[src/hdl/mtim_pkg.sv]
// package for the message topic id map: word types, operation codes, defaults
// no dependencies
`timescale 1ns / 1ps
`default_nettype none

package mtim_pkg;

    localparam int ENTRIES_DEF = 32;

    localparam logic [3:0] MAX_INFLIGHT_RST = 4'd10;

    localparam logic [1:0] OP_ADD    = 2'd0;
    localparam logic [1:0] OP_ERASE  = 2'd1;
    localparam logic [1:0] OP_LOOKUP = 2'd2;
    localparam logic [1:0] OP_CLEAR  = 2'd3;

    localparam logic [1:0] TYPE_SHORT   = 2'd2;
    localparam logic [1:0] TYPE_INVALID = 2'd3;

    typedef struct packed {
        logic [1:0]  op;
        logic [15:0] msg_id;
        logic [15:0] topic_id;
        logic [1:0]  topic_type;
    } t_in_word;

    typedef struct packed {
        logic        ok;
        logic [15:0] found_topic_id;
        logic [1:0]  found_type;
        logic [5:0]  entry_total;
    } t_out_word;

    // one stored entry
    typedef struct packed {
        logic [15:0] msg_id;
        logic [15:0] topic_id;
        logic [1:0]  topic_type;
    } t_slot;

endpackage

`default_nettype wire

[src/hdl/mtim_ram.sv]
// generic single-port-write, single-port-read ram with registered read
// no dependencies
`timescale 1ns / 1ps
`default_nettype none

module mtim_ram #(
    parameter int WIDTH = 8,
    parameter int DEPTH = 32
) (
    input  wire logic                     i_clk,
    input  wire logic                     i_we,
    input  wire logic [$clog2(DEPTH)-1:0] i_waddr,
    input  wire logic [WIDTH-1:0]         i_wdata,
    input  wire logic                     i_re,
    input  wire logic [$clog2(DEPTH)-1:0] i_raddr,
    output logic      [WIDTH-1:0]         o_rdata
);

    logic [WIDTH-1:0] r_mem [DEPTH];

    always_ff @(posedge i_clk) begin
        if (i_we) begin
            r_mem[i_waddr] <= i_wdata;
        end
        if (i_re) begin
            o_rdata <= r_mem[i_raddr];
        end
    end

endmodule

`default_nettype wire

[src/hdl/message_topic_id_map.sv]
// message topic id map: keyed table of in-flight message ids, scanned from ram
// depends on mtim_pkg and mtim_ram
//
//  port group          dir  handshake                   payload
//  input word          in   i_in_valid / o_in_ready      i_in_data  (t_in_word)
//  result word         out  o_out_valid / i_out_ready    o_out_data (t_out_word)
//  limit register      in   i_cfg_we                     i_cfg_data (max_inflight)
//
// add, erase and lookup read every entry of the ram once, one address a cycle;
// clear skips the scan. a new word is accepted only after the last one is done.
// reset (synchronous, active low) empties the table through the valid flops
// and loads the limit with 10. a stalled result holds the finished word in the
// output register; the next word is accepted but waits before write-back.
`timescale 1ns / 1ps
`default_nettype none

module message_topic_id_map
    import mtim_pkg::*;
#(
    parameter int ENTRIES = ENTRIES_DEF
) (
    input  wire logic      i_clk,
    input  wire logic      i_rst_n,
    input  wire logic      i_in_valid,
    output logic           o_in_ready,
    input  wire t_in_word  i_in_data,
    output logic           o_out_valid,
    input  wire logic      i_out_ready,
    output t_out_word      o_out_data,
    input  wire logic      i_cfg_we,
    input  wire logic [3:0] i_cfg_data
);

    localparam int AW = $clog2(ENTRIES);
    localparam int CW = $clog2(ENTRIES + 1);
    localparam logic [AW-1:0] LAST_ADDR = AW'(ENTRIES - 1);

    localparam logic [1:0] S_IDLE = 2'd0;
    localparam logic [1:0] S_SCAN = 2'd1;
    localparam logic [1:0] S_LAST = 2'd2;
    localparam logic [1:0] S_FIN  = 2'd3;

    logic [1:0]         r_state;
    logic [3:0]         r_max_inflight;
    logic [ENTRIES-1:0] r_valid;
    logic [CW-1:0]      r_count;
    t_in_word           r_item;
    logic [AW-1:0]      r_addr;
    logic               r_rd_pend;
    logic [AW-1:0]      r_rd_idx;
    logic               r_hit;
    logic [AW-1:0]      r_hit_idx;
    logic [15:0]        r_hit_tid;
    logic [1:0]         r_hit_type;
    logic               r_free_found;
    logic [AW-1:0]      r_free_idx;
    logic               r_out_valid;
    t_out_word          r_out_data;

    t_slot              ram_q;
    t_slot              ram_wdata;
    logic               ram_re;
    logic               ram_we;
    logic [AW-1:0]      ram_waddr;

    logic               in_take;
    logic               fin_go;
    logic               slot_valid;
    logic               over_limit;
    logic               refuse;
    logic               n_ok;
    logic [CW-1:0]      n_count;
    logic [CW+5:0]      cnt_ext;
    logic [CW+5:0]      lim_ext;
    logic [CW+5:0]      total_ext;
    t_out_word          n_out;

    assign o_in_ready  = (r_state == S_IDLE);
    assign in_take     = i_in_valid && o_in_ready;
    assign fin_go      = (r_state == S_FIN) && (!r_out_valid || i_out_ready);
    assign o_out_valid = r_out_valid;
    assign o_out_data  = r_out_data;

    assign ram_re     = (r_state == S_SCAN);
    assign slot_valid = r_valid[r_rd_idx];

    mtim_ram #(
        .WIDTH ($bits(t_slot)),
        .DEPTH (ENTRIES)
    ) u_ram (
        .i_clk   (i_clk),
        .i_we    (ram_we),
        .i_waddr (ram_waddr),
        .i_wdata (ram_wdata),
        .i_re    (ram_re),
        .i_raddr (r_addr),
        .o_rdata (ram_q)
    );

    // limit test: count greater than twice max_inflight
    assign cnt_ext    = {6'd0, r_count};
    assign lim_ext    = {(CW + 1)'(0), r_max_inflight, 1'b0};
    assign over_limit = cnt_ext > lim_ext;
    assign refuse     = over_limit || (r_item.topic_type == TYPE_INVALID)
                        || ((r_item.topic_id == 16'd0) && (r_item.topic_type != TYPE_SHORT));

    assign ram_wdata.msg_id     = r_item.msg_id;
    assign ram_wdata.topic_id   = r_item.topic_id;
    assign ram_wdata.topic_type = r_item.topic_type;
    assign ram_waddr            = r_hit ? r_hit_idx : r_free_idx;

    always_comb begin
        n_ok    = 1'b0;
        n_count = r_count;
        ram_we  = 1'b0;
        case (r_item.op)
            OP_ADD: begin
                if (!refuse && (r_hit || r_free_found)) begin
                    n_ok   = 1'b1;
                    ram_we = fin_go;
                    if (!r_hit) begin
                        n_count = r_count + CW'(1);
                    end
                end
            end
            OP_ERASE: begin
                if (r_hit) begin
                    n_ok    = 1'b1;
                    n_count = r_count - CW'(1);
                end
            end
            OP_LOOKUP: begin
                n_ok = r_hit;
            end
            OP_CLEAR: begin
                n_ok    = 1'b1;
                n_count = '0;
            end
            default: begin
                n_ok = 1'b0;
            end
        endcase
    end

    assign total_ext = {6'd0, n_count};

    always_comb begin
        n_out.ok             = n_ok;
        n_out.found_topic_id = 16'd0;
        n_out.found_type     = 2'd0;
        n_out.entry_total    = total_ext[5:0];
        if ((r_item.op == OP_LOOKUP) && r_hit) begin
            n_out.found_topic_id = r_hit_tid;
            n_out.found_type     = r_hit_type;
        end
    end

    always_ff @(posedge i_clk) begin
        if (!i_rst_n) begin
            r_state        <= S_IDLE;
            r_max_inflight <= MAX_INFLIGHT_RST;
            r_valid        <= '0;
            r_count        <= '0;
            r_rd_pend      <= 1'b0;
            r_hit          <= 1'b0;
            r_free_found   <= 1'b0;
            r_out_valid    <= 1'b0;
        end else begin
            if (i_cfg_we) begin
                r_max_inflight <= i_cfg_data;
            end

            // a finishing word refills the output register in the same cycle
            if (o_out_valid && i_out_ready && !fin_go) begin
                r_out_valid <= 1'b0;
            end

            // compare the word returned by the ram
            if (r_rd_pend) begin
                if (slot_valid && (ram_q.msg_id == r_item.msg_id)) begin
                    r_hit      <= 1'b1;
                    r_hit_idx  <= r_rd_idx;
                    r_hit_tid  <= ram_q.topic_id;
                    r_hit_type <= ram_q.topic_type;
                end
                if (!slot_valid && !r_free_found) begin
                    r_free_found <= 1'b1;
                    r_free_idx   <= r_rd_idx;
                end
            end

            case (r_state)
                S_IDLE: begin
                    if (in_take) begin
                        r_item       <= i_in_data;
                        r_addr       <= '0;
                        r_hit        <= 1'b0;
                        r_free_found <= 1'b0;
                        r_state      <= (i_in_data.op == OP_CLEAR) ? S_FIN : S_SCAN;
                    end
                end
                S_SCAN: begin
                    r_rd_pend <= 1'b1;
                    r_rd_idx  <= r_addr;
                    if (r_addr == LAST_ADDR) begin
                        r_state <= S_LAST;
                    end else begin
                        r_addr <= r_addr + AW'(1);
                    end
                end
                S_LAST: begin
                    r_rd_pend <= 1'b0;
                    r_state   <= S_FIN;
                end
                S_FIN: begin
                    if (fin_go) begin
                        r_out_valid <= 1'b1;
                        r_out_data  <= n_out;
                        r_count     <= n_count;
                        r_state     <= S_IDLE;
                        case (r_item.op)
                            OP_ADD: begin
                                if (ram_we && !r_hit) begin
                                    r_valid[r_free_idx] <= 1'b1;
                                end
                            end
                            OP_ERASE: begin
                                if (r_hit) begin
                                    r_valid[r_hit_idx] <= 1'b0;
                                end
                            end
                            OP_CLEAR: begin
                                r_valid <= '0;
                            end
                            default: begin
                                r_valid <= r_valid;
                            end
                        endcase
                    end
                end
                default: begin
                    r_state <= S_IDLE;
                end
            endcase
        end
    end

endmodule

`default_nettype wire
[config.mk]
export PLATFORM = sky130hd
export DESIGN_NAME = message_topic_id_map
export DESIGN_NICKNAME = d
export VERILOG_FILES = /design/src/hdl/mtim_pkg.sv /design/src/hdl/mtim_ram.sv /design/src/hdl/message_topic_id_map.sv
export SDC_FILE = /design/constraint.sdc
export NUM_CORES = 1
export LEC_CHECK = 0
export BUFFER_PORTS_ARGS = -buffer_cell sky130_fd_sc_hd__buf_2
export CAP_MARGIN = 20
export CORE_UTILIZATION = 55
export CTS_BUF_LIST = sky130_fd_sc_hd__clkbuf_4
export DETAILED_ROUTE_END_ITERATION = 8
export PLACE_DENSITY = 0.76
export SLEW_MARGIN = 20
export SYNTH_ARGS = -nofsm -noshare
export SYNTH_HDL_FRONTEND = slang
export SYNTH_SLANG_ARGS = --single-unit
[constraint.sdc]
create_clock -name i_clk -period 3.9 [get_ports i_clk]
set_clock_uncertainty 0.05 [all_clocks]
set_input_delay 0.39 -clock i_clk [delete_from_list [all_inputs] [get_ports i_clk]]
set_output_delay 0.39 -clock i_clk [all_outputs]
set_load 0.005 [all_outputs]
==> run_results.csv <==
group,metric,value,unit
clock_network,numCtsBuffers,324,
place,place_ws,0.402,ns
drt,route.vias.total,25728,
sta,rsz0062_at_grt,"false",
drt,avgViaCountPerCell,6.30,
power,vdd_drop_max,305,uV
synth,synth-async-reset-ratio,0,%
grt,grt_pass1_wl,171,mm
cells_and_area,drive_gt1_share,37.4,%
outcome,status,"finished clean",
synth,synth_top_area_cell,"edfxtp_1",
power,p_per_area,572,mW/mm^2
clock_network,root_buffer,"clkbuf_4",
setup_path,path_buf_inv,2,
setup_path,crit_start,"r_count[2]",
synth,synth_flop_cell,"edfxtp_1",
synth,ys_seq_area_share,76.8,%
sta,finalSetupViolations,0,
drt,wl_met2,57.9,mm
setup_path,crit_fanout,34,
setup_path,critPathKind,"reg2reg",
cells_and_area,utilization,64.4,%
power,p_leak,18.4,nW
place,place_congestion,0.865,
drt,wl_met1,44.4,mm
clock_network,h-tree-depth,5,
setup_path,timing.rr.start,"r_count[2]",
grt,grt_overflow_total,0,
floorplan,num_rows,109,
cells_and_area,syn_to_final_growth,16.1,%
setup_path,critPathLaunchType,"register",
synth,avgSynthCellArea,22.0,sq um
sta,fin_crit_sh,90.0,%
synth,synth_top_cells_by_count,"edfxtp_1, mux4_2, clkbuf_1",
floorplan,fp.dieH,301,microns
cells_and_area,final_nets,2776,
synth,ys_seq_elements,1269,
clock_network,clock_latency,1.14,ns
cells_and_area,nFillCells,5728,
hold_path,min-delay-path-class,"in2reg",
drt,postRouteAntennaNets,0,
grt,antenna_found_initial,5,
cells_and_area,regArea,0.0376,sq mm
place,dp_hpwl,72.9,mm
sta,finalHoldViolations,0,
sta,setup_ws,0.389,ns
synth,syn_nets,2288,
cells_and_area,multi_input_area,0.0111,sq mm
sta,fmax,0.285,GHz
synth,synth_most_common_cell,"edfxtp_1",
clock_network,clk_pin_slew,0.06,ns
setup_path,arrival,4.15,ns
sta,final.min_clock_period,3.51,ns
place,io_buffers,71,
synth,yosysUniqueCellTypes,56,
floorplan,initial_core_util,55.5,%
setup_path,crit_top_cell,"buf_4",
setup_path,path_cells,"ha_1, nor2b_1, o21ai_0, a211oi_2, nor4b_1, buf_4, nand2_1, buf_4, nor2_4",
floorplan,die_w,301,microns
drt,highest_layer,"met5",
drt,drc,0,
drt,wl_met3,11.9,mm
floorplan,design.core.area,0.0884,sq mm
sta,tightest_slew,1.12,ns
setup_path,crit_slowest_cell,"nor2_4",
drt,wirelength,117,mm
sta,max_slew_margin,25.3,%
setup_path,cp.required,4.53,ns
synth,synth_warnings,0,
clock_network,post_cts_buffers,0,
setup_path,crit_path_max_incr_delay,0.84,ns
floorplan,pin_count,72,
clock_network,clockBufferDepth,4,
synth,synth_edf_count,1221,
grt,grt.total_usage,26.4,%
clock_network,cts.sinks,1269,
grt,grt_max_degree,86,
drt,drtIter0Drc,3244,
sta,tns,0,ns
run,drv_cap,0,
synth,synth_area,0.0490,sq mm
hold_path,worstHoldStart,"i_in_data[32]",
sta,drv_slew,0,
synth,synth_top_cell_area_share,74.8,%
synth,synthCells,2226,
floorplan,die-area,0.0903,sq mm
synth,synth_area_leaders,"edfxtp_1, mux4_2, dfxtp_1",
setup_path,endpoint_kind,"register",
grt,grt_pass1_vias,26159,
drt,post_drt_wl_per_cell,28.6,microns
drt,dr.pass1.iters,7,
clock_network,tritoncts,"built",
setup_path,crit_family,"simple AND/OR/NAND/NOR gates",
## where the power goes
part / total [mW] / internal, mW / switching, mW
Combinational: 6.20 / 2.78 / 3.42
Clock: 10.6 / 5.55 / 5.03
Sequential: 15.7 / 15.6 / 0.197
Total: 32.5 / 23.9 / 8.65
## layout make-up
class | count | share of cell area (%)
Multi-Input combinational cell | 818 | 19.5
Clock buffer | 457 | 6.03
Inverter | 17 | 0.112
Antenna cell | 3 | 0.0132
Tap cell | 1165 | 2.56
Sequential cell | 1269 | 66.1
Clock inverter | 71 | 0.631
Timing Repair Buffer | 284 | 5.04
## metal layers
metal / up-vias / track usage (%)
li1: 10567 / -
met1: 13300 / 36.7
met2: 1657 / 41.3
met3: 200 / 6.34
met4: 4 / 9.37
met5: - / 0
## stage by stage
step                hold WS, ns  cell area, sq um  total power, mW  std cells
finish                    0.122             56900             32.5       4084
global route             0.0485             56900             33.7       4084
CTS                     0.00440             56700             32.8       4072
detailed placement        0.355             52000             22.1       3454
global placement          0.352             51400             22.0       3430
floorplan                 0.350             49000             20.0       2226
## worst paths after layout
path | end | cells past startpoint | slack (ns)
setup / recovery | u_ram.r_mem[24][27] | 9 | 0.39
hold / removal | r_item[32] | 2 | 0.12
setup reg to reg | u_ram.r_mem[24][27] | 9 | 0.39
hold reg to reg | r_hit_tid[2] | 0 | 0.33
## registers in the layout (all words and copies together), names as in the netlist, 6 cells and up
signal / flops
o_out_data: 25
r_count: 6
r_hit_tid: 16
r_item: 36
r_valid: 32
u_ram.o_rdata: 34
u_ram.r_mem: 1088
## cells by family (layout without fill, tap and decap cells)
| group | Yosys count | count (layout) | share of synthesized area (%) |
|---|---|---|---|
| muxes | 389 | 389 | 16.9 |
| xor gates and xnor gates | 20 | 20 | 0.357 |
| DFF | 1269 | 1269 | 76.8 |
| AOI/OAI and AO/OA | 129 | 129 | 1.71 |
| buffers and inverters | 139 | 829 | 1.22 |
| adders and majority gates | 17 | 17 | 0.434 |
| other | 0 | 3 | 0 |
| and+or+nand+nor | 263 | 263 | 2.60 |
## cells in the final DEF, fill, tap and decap left out, types with 15 or more instances in the layout
master	count
dlygate4sd3_1	90
clkbuf_4	457
clkinv_1	57
nor2_1	31
ha_1	16
nand2_1	67
edfxtp_1	1221
buf_12	31
nor2_4	32
inv_1	17
nor3_1	48
a31oi_1	68
o21ai_0	18
buf_4	77
buf_2	71
mux2_2	34
xor2_1	17
mux4_2	348
buf_16	15
dfxtp_1	48
and3_1	22
## worst register-to-register path, cell delays in order, from the launching register on
cell,delay [ns]
dfxtp_1,0.52
ha_1,0.31
nor2b_1,0.13
o21ai_0,0.26
a211oi_2,0.16
nor4b_1,0.32
buf_4,0.24
nand2_1,0.07
buf_4,0.21
nor2_4,0.84
## timing repair
action	CTS	global route
hold endpoints to repair	68	0
resized for setup	0	0
hold buffers	90	0
(Power assumes the default switching activity.)
